--- src/design/assert_macros.svh ---
// assertion macros used by the converter unit
// no dependencies; compiled out when SYNTHESIS is defined
`ifndef ASSERT_MACROS_SVH
`define ASSERT_MACROS_SVH
`ifndef SYNTHESIS
`define ASSERT_RST(lbl, clk, rst_n, prop, msg) \
  lbl: assert property (@(posedge clk) disable iff (!rst_n) prop) else $error(msg);
`define ASSERT_ANY(lbl, clk, prop, msg) \
  lbl: assert property (@(posedge clk) prop) else $error(msg);
`else
`define ASSERT_RST(lbl, clk, rst_n, prop, msg)
`define ASSERT_ANY(lbl, clk, prop, msg)
`endif
`endif

--- src/design/i2rd_pkg.sv ---
// widths, limits and the ascii digit mapping for the radix digit converter
// no dependencies
package i2rd_pkg;

  localparam int VALUE_WIDTH = 31;
  localparam int DIGIT_DEPTH = 32;
  localparam int RADIX_WIDTH = 5;
  localparam int DIGIT_WIDTH = 4;
  localparam int CHAR_WIDTH  = 7;

  localparam logic [RADIX_WIDTH-1:0] RADIX_MIN = RADIX_WIDTH'(2);
  localparam logic [RADIX_WIDTH-1:0] RADIX_MAX = RADIX_WIDTH'(16);

  localparam logic [CHAR_WIDTH-1:0] CHAR_ZERO = 7'h30;
  localparam logic [CHAR_WIDTH-1:0] CHAR_A    = 7'h41;
  localparam logic [DIGIT_WIDTH-1:0] DEC_TEN  = DIGIT_WIDTH'(10);

  function automatic logic [CHAR_WIDTH-1:0] to_ascii(input logic [DIGIT_WIDTH-1:0] d);
    logic [CHAR_WIDTH-1:0] c;
    if (d < DEC_TEN) begin
      c = CHAR_ZERO + CHAR_WIDTH'(d);
    end else begin
      c = CHAR_A + CHAR_WIDTH'(d - DEC_TEN);
    end
    return c;
  endfunction

endpackage

--- src/design/i2rd_in_if.sv ---
// input channel: value and radix with valid/ready
// depends on i2rd_pkg
interface i2rd_in_if import i2rd_pkg::*; ();
  logic                   valid;
  logic                   ready;
  logic [VALUE_WIDTH-1:0] value;
  logic [RADIX_WIDTH-1:0] radix;

  modport source (output valid, output value, output radix, input ready);
  modport sink   (input valid, input value, input radix, output ready);
endinterface

--- src/design/i2rd_out_if.sv ---
// result channel: one ascii digit per word with a last mark
// depends on i2rd_pkg
interface i2rd_out_if import i2rd_pkg::*; ();
  logic                  valid;
  logic                  ready;
  logic [CHAR_WIDTH-1:0] digit_char;
  logic                  last_digit;

  modport source (output valid, output digit_char, output last_digit, input ready);
  modport sink   (input valid, input digit_char, input last_digit, output ready);
endinterface

--- src/design/integer_to_radix_digits_unit.sv ---
// integer to radix digits: bit-serial division, digit store, reverse read-out
// depends on i2rd_pkg, i2rd_in_if, i2rd_out_if and assert_macros.svh
//
//   channel  | dir | word
//   in_ch    | in  | value, radix
//   out_ch   | out | digit_char, last_digit (msd first, last on lsd)
//
// the restoring divider retires one quotient bit a cycle; each digit is then read
// from the store (S_READ) and sent (S_SEND), where a stalled sink holds the send.
// synchronous active-low reset returns to idle; digit store is not cleared.
// a stalled sink holds the current digit; no new word is taken until the last one leaves.
`include "assert_macros.svh"
module integer_to_radix_digits_unit import i2rd_pkg::*; (
  input  logic       clk,
  input  logic       rst_n,
  i2rd_in_if.sink    in_ch,
  i2rd_out_if.source out_ch
);

  localparam int IDX_W = $clog2(DIGIT_DEPTH);
  localparam int CNT_W = $clog2(DIGIT_DEPTH + 1);
  localparam int BIT_W = $clog2(VALUE_WIDTH);

  localparam logic [BIT_W-1:0] BIT_LAST = BIT_W'(VALUE_WIDTH - 1);
  localparam logic [CNT_W-1:0] CNT_LAST = CNT_W'(DIGIT_DEPTH - 1);

  localparam logic [1:0] S_IDLE = 2'd0;
  localparam logic [1:0] S_DIV  = 2'd1;
  localparam logic [1:0] S_READ = 2'd2;
  localparam logic [1:0] S_SEND = 2'd3;

  logic [1:0]             state_r, state_nxt;
  logic [VALUE_WIDTH-1:0] quo_r, quo_nxt;
  logic [DIGIT_WIDTH-1:0] rem_r, rem_nxt;
  logic [RADIX_WIDTH-1:0] radix_r, radix_nxt;
  logic [BIT_W-1:0]       bit_cnt_r, bit_cnt_nxt;
  logic                   qnz_r, qnz_nxt;
  logic [CNT_W-1:0]       cnt_r, cnt_nxt;
  logic [IDX_W-1:0]       idx_r, idx_nxt;
  logic [DIGIT_WIDTH-1:0] rd_data_r;

  logic [DIGIT_WIDTH-1:0] digit_store [DIGIT_DEPTH];

  logic [DIGIT_WIDTH:0]   trial;
  logic                   take;
  logic [DIGIT_WIDTH-1:0] rem_sub;
  logic                   mem_we;
  logic [RADIX_WIDTH-1:0] radix_in;

  assign in_ch.ready       = (state_r == S_IDLE);
  assign out_ch.valid      = (state_r == S_SEND);
  assign out_ch.digit_char = to_ascii(rd_data_r);
  assign out_ch.last_digit = (idx_r == '0);

  // one restoring division step
  assign trial   = {rem_r, quo_r[VALUE_WIDTH-1]};
  assign take    = (RADIX_WIDTH'(trial) >= radix_r);
  assign rem_sub = take ? DIGIT_WIDTH'(trial - (DIGIT_WIDTH+1)'(radix_r))
                        : trial[DIGIT_WIDTH-1:0];

  always_comb begin
    if (in_ch.radix < RADIX_MIN) begin
      radix_in = RADIX_MIN;
    end else if (in_ch.radix > RADIX_MAX) begin
      radix_in = RADIX_MAX;
    end else begin
      radix_in = in_ch.radix;
    end
  end

  always_comb begin
    state_nxt   = state_r;
    quo_nxt     = quo_r;
    rem_nxt     = rem_r;
    radix_nxt   = radix_r;
    bit_cnt_nxt = bit_cnt_r;
    qnz_nxt     = qnz_r;
    cnt_nxt     = cnt_r;
    idx_nxt     = idx_r;
    mem_we      = 1'b0;
    unique case (state_r)
      S_IDLE: begin
        if (in_ch.valid) begin
          quo_nxt     = in_ch.value;
          radix_nxt   = radix_in;
          rem_nxt     = '0;
          bit_cnt_nxt = '0;
          qnz_nxt     = 1'b0;
          cnt_nxt     = '0;
          state_nxt   = S_DIV;
        end
      end
      S_DIV: begin
        quo_nxt     = {quo_r[VALUE_WIDTH-2:0], take};
        rem_nxt     = rem_sub;
        qnz_nxt     = qnz_r | take;
        bit_cnt_nxt = bit_cnt_r + BIT_W'(1);
        if (bit_cnt_r == BIT_LAST) begin
          // digit done: store remainder, restart on the quotient
          mem_we      = 1'b1;
          cnt_nxt     = cnt_r + CNT_W'(1);
          rem_nxt     = '0;
          qnz_nxt     = 1'b0;
          bit_cnt_nxt = '0;
          if (!(qnz_r | take) || (cnt_r == CNT_LAST)) begin
            idx_nxt   = cnt_r[IDX_W-1:0];
            state_nxt = S_READ;
          end
        end
      end
      S_READ: begin
        state_nxt = S_SEND;
      end
      S_SEND: begin
        if (out_ch.ready) begin
          if (idx_r == '0) begin
            state_nxt = S_IDLE;
          end else begin
            idx_nxt   = idx_r - IDX_W'(1);
            state_nxt = S_READ;
          end
        end
      end
      default: begin
        state_nxt = S_IDLE;
      end
    endcase
  end

  always_ff @(posedge clk) begin
    if (!rst_n) begin
      state_r   <= S_IDLE;
      bit_cnt_r <= '0;
      qnz_r     <= 1'b0;
      cnt_r     <= '0;
      idx_r     <= '0;
    end else begin
      state_r   <= state_nxt;
      bit_cnt_r <= bit_cnt_nxt;
      qnz_r     <= qnz_nxt;
      cnt_r     <= cnt_nxt;
      idx_r     <= idx_nxt;
    end
  end

  always_ff @(posedge clk) begin
    quo_r   <= quo_nxt;
    rem_r   <= rem_nxt;
    radix_r <= radix_nxt;
  end

  // digit store, lsd at entry zero
  always_ff @(posedge clk) begin
    if (mem_we) begin
      digit_store[cnt_r[IDX_W-1:0]] <= rem_sub;
    end
    rd_data_r <= digit_store[idx_r];
  end

  `ASSERT_RST(a_rem_below_radix, clk, rst_n,
    (state_r == S_DIV) |-> ({1'b0, rem_r} < radix_r), "remainder not below radix")
  `ASSERT_RST(a_radix_range, clk, rst_n,
    (state_r != S_IDLE) |-> ((radix_r >= RADIX_MIN) && (radix_r <= RADIX_MAX)),
    "radix out of range")
  `ASSERT_RST(a_cnt_bound, clk, rst_n,
    (cnt_r <= CNT_W'(DIGIT_DEPTH)), "digit count beyond store depth")
  `ASSERT_RST(a_last_ends, clk, rst_n,
    (out_ch.valid && out_ch.ready && out_ch.last_digit) |=> (state_r == S_IDLE),
    "no return to idle after last digit")
  `ASSERT_RST(a_read_idx, clk, rst_n,
    (state_r == S_SEND) |-> ({1'b0, idx_r} < cnt_r), "read index beyond stored digits")

endmodule
--- src/flat_wrapper.sv ---
// flat-port wrapper written by rule: the top's interface ports become plain ports
module integer_to_radix_digits_unit_flat import i2rd_pkg::*;
  (clk, rst_n, in_ch_valid, in_ch_value, in_ch_radix, in_ch_ready, out_ch_valid, out_ch_digit_char, out_ch_last_digit, out_ch_ready);
  i2rd_in_if in_ch_i ();
  i2rd_out_if out_ch_i ();
  input  logic clk;
  input  logic rst_n;
  input wire logic [$bits(in_ch_i.valid)-1:0] in_ch_valid;
  input wire logic [$bits(in_ch_i.value)-1:0] in_ch_value;
  input wire logic [$bits(in_ch_i.radix)-1:0] in_ch_radix;
  output wire logic [$bits(in_ch_i.ready)-1:0] in_ch_ready;
  output wire logic [$bits(out_ch_i.valid)-1:0] out_ch_valid;
  output wire logic [$bits(out_ch_i.digit_char)-1:0] out_ch_digit_char;
  output wire logic [$bits(out_ch_i.last_digit)-1:0] out_ch_last_digit;
  input wire logic [$bits(out_ch_i.ready)-1:0] out_ch_ready;
  assign in_ch_i.valid = in_ch_valid;
  assign in_ch_i.value = in_ch_value;
  assign in_ch_i.radix = in_ch_radix;
  assign in_ch_ready = in_ch_i.ready;
  assign out_ch_valid = out_ch_i.valid;
  assign out_ch_digit_char = out_ch_i.digit_char;
  assign out_ch_last_digit = out_ch_i.last_digit;
  assign out_ch_i.ready = out_ch_ready;
  integer_to_radix_digits_unit u_core (.clk(clk), .rst_n(rst_n), .in_ch(in_ch_i), .out_ch(out_ch_i));
endmodule
--- config.mk ---
export PLATFORM = sky130hd
export DESIGN_NAME = integer_to_radix_digits_unit_flat
export DESIGN_NICKNAME = d
export VERILOG_FILES = /design/src/design/i2rd_pkg.sv /design/src/design/i2rd_in_if.sv /design/src/design/i2rd_out_if.sv /design/src/design/integer_to_radix_digits_unit.sv /design/src/flat_wrapper.sv
export VERILOG_INCLUDE_DIRS = /design/src /design/src/design
export SDC_FILE = /design/constraint.sdc
export NUM_CORES = 1
export LEC_CHECK = 0
export BUFFER_PORTS_ARGS = -buffer_cell sky130_fd_sc_hd__clkbuf_2
export CAP_MARGIN = 20
export CORE_MARGIN = 2
export CORE_UTILIZATION = 40
export CTS_CLUSTER_DIAMETER = 60
export DETAILED_ROUTE_END_ITERATION = 6
export PLACE_DENSITY_LB_ADDON = 0.08
export SETUP_SLACK_MARGIN = 0.15
export SYNTH_ARGS = -nofsm -noshare
export SYNTH_HDL_FRONTEND = slang
export SYNTH_SLANG_ARGS = --single-unit
--- constraint.sdc ---
create_clock -name clk -period 5.9 [get_ports clk]
set_input_delay 1.475 -clock clk [delete_from_list [all_inputs] [get_ports clk]]
set_output_delay 1.475 -clock clk [all_outputs]
set_load 0.005 [all_outputs]
==> out/qor.log <==
INFO  timing         slew-limit-headroom=52.6%
INFO  job            cap_viol_max_count=0
INFO  detailed_routing remaining_drc_errors=0
INFO  cts            cts_buffers=17
INFO  global_route   grtUsageMet1=20.8%
INFO  setup_path     timing.critical_path.fanout_max=37
INFO  synthesis      synth-edff-count=168
INFO  synthesis      synth_top_family_by_area=simple AND/OR/NAND/NOR gates
INFO  synthesis      yosys.area_share.xor_xnor=1.27%
INFO  synthesis      fraction_of_the_yosys_area_taken_by_sequential_cells=66.4%
INFO  detailed_routing routed_wire_length_per_instance=17.7µm
INFO  layout         antenna_cells_inserted=0
INFO  detailed_routing via_per_inst=5.01
INFO  setup_path     timing.critical_path.to_type=output pin
INFO  layout         area_growth=13.4%
INFO  cts            cts-root-buf=sky130_fd_sc_hd__clkbuf_16
INFO  place          buffer_ports.inserted=49
INFO  global_route   first_global_vias=4788
INFO  layout         layout-drive-gt1-share=21.7%
INFO  synthesis      number_of_nets_in_the_synthesized_netlist=644
INFO  setup_path     critPathKind=reg -> out
INFO  floorplan      initial_core_util=40.8%
INFO  setup_path     start_kind=register
INFO  place          finalWeightedCongestion=0.783
INFO  global_route   grt_pass1_wl=26.1mm
INFO  detailed_routing vias=4605
INFO  timing         final_worst_clock_skew=14.9ps
INFO  detailed_routing initialDrtViolationCount=276
INFO  layout         finalNetCount=694
INFO  floorplan      rows=52
INFO  synthesis      syn-cell-area=8290µm²
INFO  setup_path     crit_arrival=2100ps
INFO  setup_path     worst_r2r_path_depth=8
INFO  timing         period_share=60.6%
INFO  synthesis      post_synth_fa_ha_maj_area_fraction=2.66%
INFO  place          dp_hpwl=10.6mm
INFO  timing         hold_violations=0
INFO  outcome        result_of_the_run=complete, no violations
INFO  cts            cts_htree_levels=4
INFO  synthesis      yosysUniqueCellTypes=53
INFO  detailed_routing drt_pre_antenna_iters=4
INFO  timing         max_slew.worst_pin.slew=711ps
INFO  cts            worst_skew_pair.late_latency=420ps
INFO  floorplan      fp.dieArea=21900µm²
INFO  layout         final.fill_count=1857
INFO  cts            cts-root-to-sink-buffers=2
INFO  synthesis      async_flop_share=0%
INFO  cts            tritoncts_clock_tree=done
INFO  power_and_ir_drop reported_leakage_power=3.28nW
INFO  synthesis      postSynthAreaPerCell=14.1µm²
INFO  cts            post_cts_resize_count=0
INFO  timing         grt_setup_unrepaired=no
INFO  global_route   grt_util_met3=2.99%
INFO  timing         final.min_clock_period=3570ps
INFO  global_route   grt.total_usage=15.8%
INFO  floorplan      core_region_area=20300µm²
INFO  cts            clkTransAtPathRegs=70ps
INFO  floorplan      die_height=148µm
INFO  synthesis      synth_compound_area_share=3.79%
INFO  global_route   top_usage_layer=met2
INFO  timing         timing.setup.tns=0ps
INFO  synthesis      yosysWarnings=0
INFO  setup_path     cp_data_required_time=4430ps
INFO  synthesis      synthesis.instances=587
INFO  detailed_routing drt.antenna.violating_nets=0
INFO  floorplan      floorplan.die.width=148µm
INFO  worst_hold_path min_path_cells=2
INFO  global_route   antenna_found_initial=0
INFO  place          place.detailed.instances=886
INFO  detailed_routing final_routed_wirelength=16.3mm
INFO  power_and_ir_drop power_density=358nW/µm²
INFO  layout         register_area=5510µm²
INFO  synthesis      ff_latch_count_synth=191
INFO  global_route   global_route.usage.met2=26.3%
INFO  timing         final_number_of_max_transition_violations=0
INFO  global_route   grt_remaining_overflow=0
INFO  synthesis      dominantRegCellSynth=sky130_fd_sc_hd__edfxtp_1
INFO  timing         report.final.setup_viol=0
INFO  cts            cts.hold.buffers_added=0
INFO  synthesis      post_synthesis_mux_area_share=11.2%
INFO  cts            cts_setup_buffers=0
INFO  power_and_ir_drop irDropWorstVdd=0.198mV
INFO  layout         multiInputGateArea=2590µm²
INFO  synthesis      synth_simple_gate_area_share=12.2%
INFO  worst_hold_path worstHoldPathType=reg -> reg
INFO  global_route   grt_max_degree=42
INFO  layout         layoutNonFillerInstCount=920
INFO  cts            tritoncts_num_sinks=191
INFO  floorplan      top_level_ports=50
INFO  timing         clock.fmax=280MHz
worst paths after layout:
kind	from	endpoint	slack, ps
setup / recovery	u_core.idx_r[0]	out_ch_last_digit	2330
hold / removal	u_core.qnz_r	u_core.qnz_r	480
setup reg to reg	u_core.quo_r[30]	u_core.rem_r[1]	3170
hold reg to reg	u_core.qnz_r	u_core.qnz_r	480
cell families (layout without fill, tap and decap cells):
group,count (synthesis),count (layout)
AND/OR/NAND/NOR,224,224
flip-flops,191,191
multiplexers,52,52
AO/OA/AOI/OAI,46,46
buffers and inverters,45,108
adder cells (fa/ha/maj),17,17
XOR/XNOR,12,12
stage by stage:
stage / utilization, % / hold WS [ps] / instance area [µm²] / setup WS, ps / power, mW
floorplan: - / 437 / 8290 / 2120 / 2.11
global placement: 43.3 / 462 / 8790 / 2750 / 2.28
detailed placement: 43.3 / 475 / 8790 / 2720 / 2.31
CTS: 46.1 / 485 / 9350 / 2250 / 3.39
global route: 46.3 / 514 / 9400 / 2140 / 3.54
finish: 46.3 / 479 / 9400 / 2330 / 3.36
registers in the layout (all words and copies together), names as in the netlist:
register and flops:
u_core.radix_r 5, u_core.quo_r 31, u_core.digit_store 128, u_core.qnz_r 1, u_core.state_r 2, u_core.cnt_r 6, u_core.rem_r 4, u_core.idx_r 5
u_core.rd_data_r 4, u_core.bit_cnt_r 5
cell usage after synthesis (5+ instances only):
master	number	area [µm²]
sky130_fd_sc_hd__o21ai_0	11	55.1
sky130_fd_sc_hd__nor2_1	54	203
sky130_fd_sc_hd__nand3_1	5	25.0
sky130_fd_sc_hd__buf_4	5	37.5
sky130_fd_sc_hd__nor2b_1	6	37.5
sky130_fd_sc_hd__inv_1	19	71.3
sky130_fd_sc_hd__ha_1	16	200
sky130_fd_sc_hd__edfxtp_1	168	5040
sky130_fd_sc_hd__clkbuf_1	13	48.8
sky130_fd_sc_hd__mux4_2	32	721
sky130_fd_sc_hd__dfxtp_1	23	460
sky130_fd_sc_hd__buf_2	6	30.0
sky130_fd_sc_hd__xor2_1	9	78.8
sky130_fd_sc_hd__nand2b_1	6	37.5
sky130_fd_sc_hd__nand2_1	115	432
sky130_fd_sc_hd__nor3_1	6	30.0
sky130_fd_sc_hd__mux2i_1	17	170
sky130_fd_sc_hd__a21oi_1	11	55.1
cell usage in the layout (no fill, tap or decap), drive strengths merged, types with 5 or more instances in the layout:
cell / count
a21oi: 12
buf: 8
clkbuf: 68
clkinv: 5
dfxtp: 23
edfxtp: 168
ha: 16
inv: 26
mux2i: 17
mux4: 32
nand2: 116
nand2b: 6
nand3: 6
nor2: 55
nor2b: 6
nor3: 6
o21ai: 11
or2: 5
xor2: 9
area by class of cell:
type                    count  area share, %
clock buffers              19           4.71
clock inverters            13           1.25
inverters                  19          0.759
multi-input cells         351           27.5
flip-flops and latches    191           58.6
well taps                 270           3.59
repair buffers             57           3.59
power by group:
group	switching (mW)	internal [mW]
clock network	0.512	0.567
logic	0.359	0.151
registers	0.0318	1.74
total	0.903	2.46
worst max-delay path, stage by stage (launching register included):
cell	delay (ps)
sky130_fd_sc_hd__dfxtp_2	310
sky130_fd_sc_hd__buf_4	550
sky130_fd_sc_hd__inv_1	100
sky130_fd_sc_hd__ha_1	260
sky130_fd_sc_hd__nand2b_1	120
sky130_fd_sc_hd__nor3_1	50
sky130_fd_sc_hd__buf_4	160
sky130_fd_sc_hd__clkbuf_2	110
per-layer routing:
metal  share of wire [%]  up-vias  wire, µm
met3                 3.9        8       639
met4                0.95        0       155
li1                    -     2250         -
met2                  51       92      8260
met1                  44     2255      7200
met5                   0        -         0
Note: power is estimated with default switching activity, not from simulation.
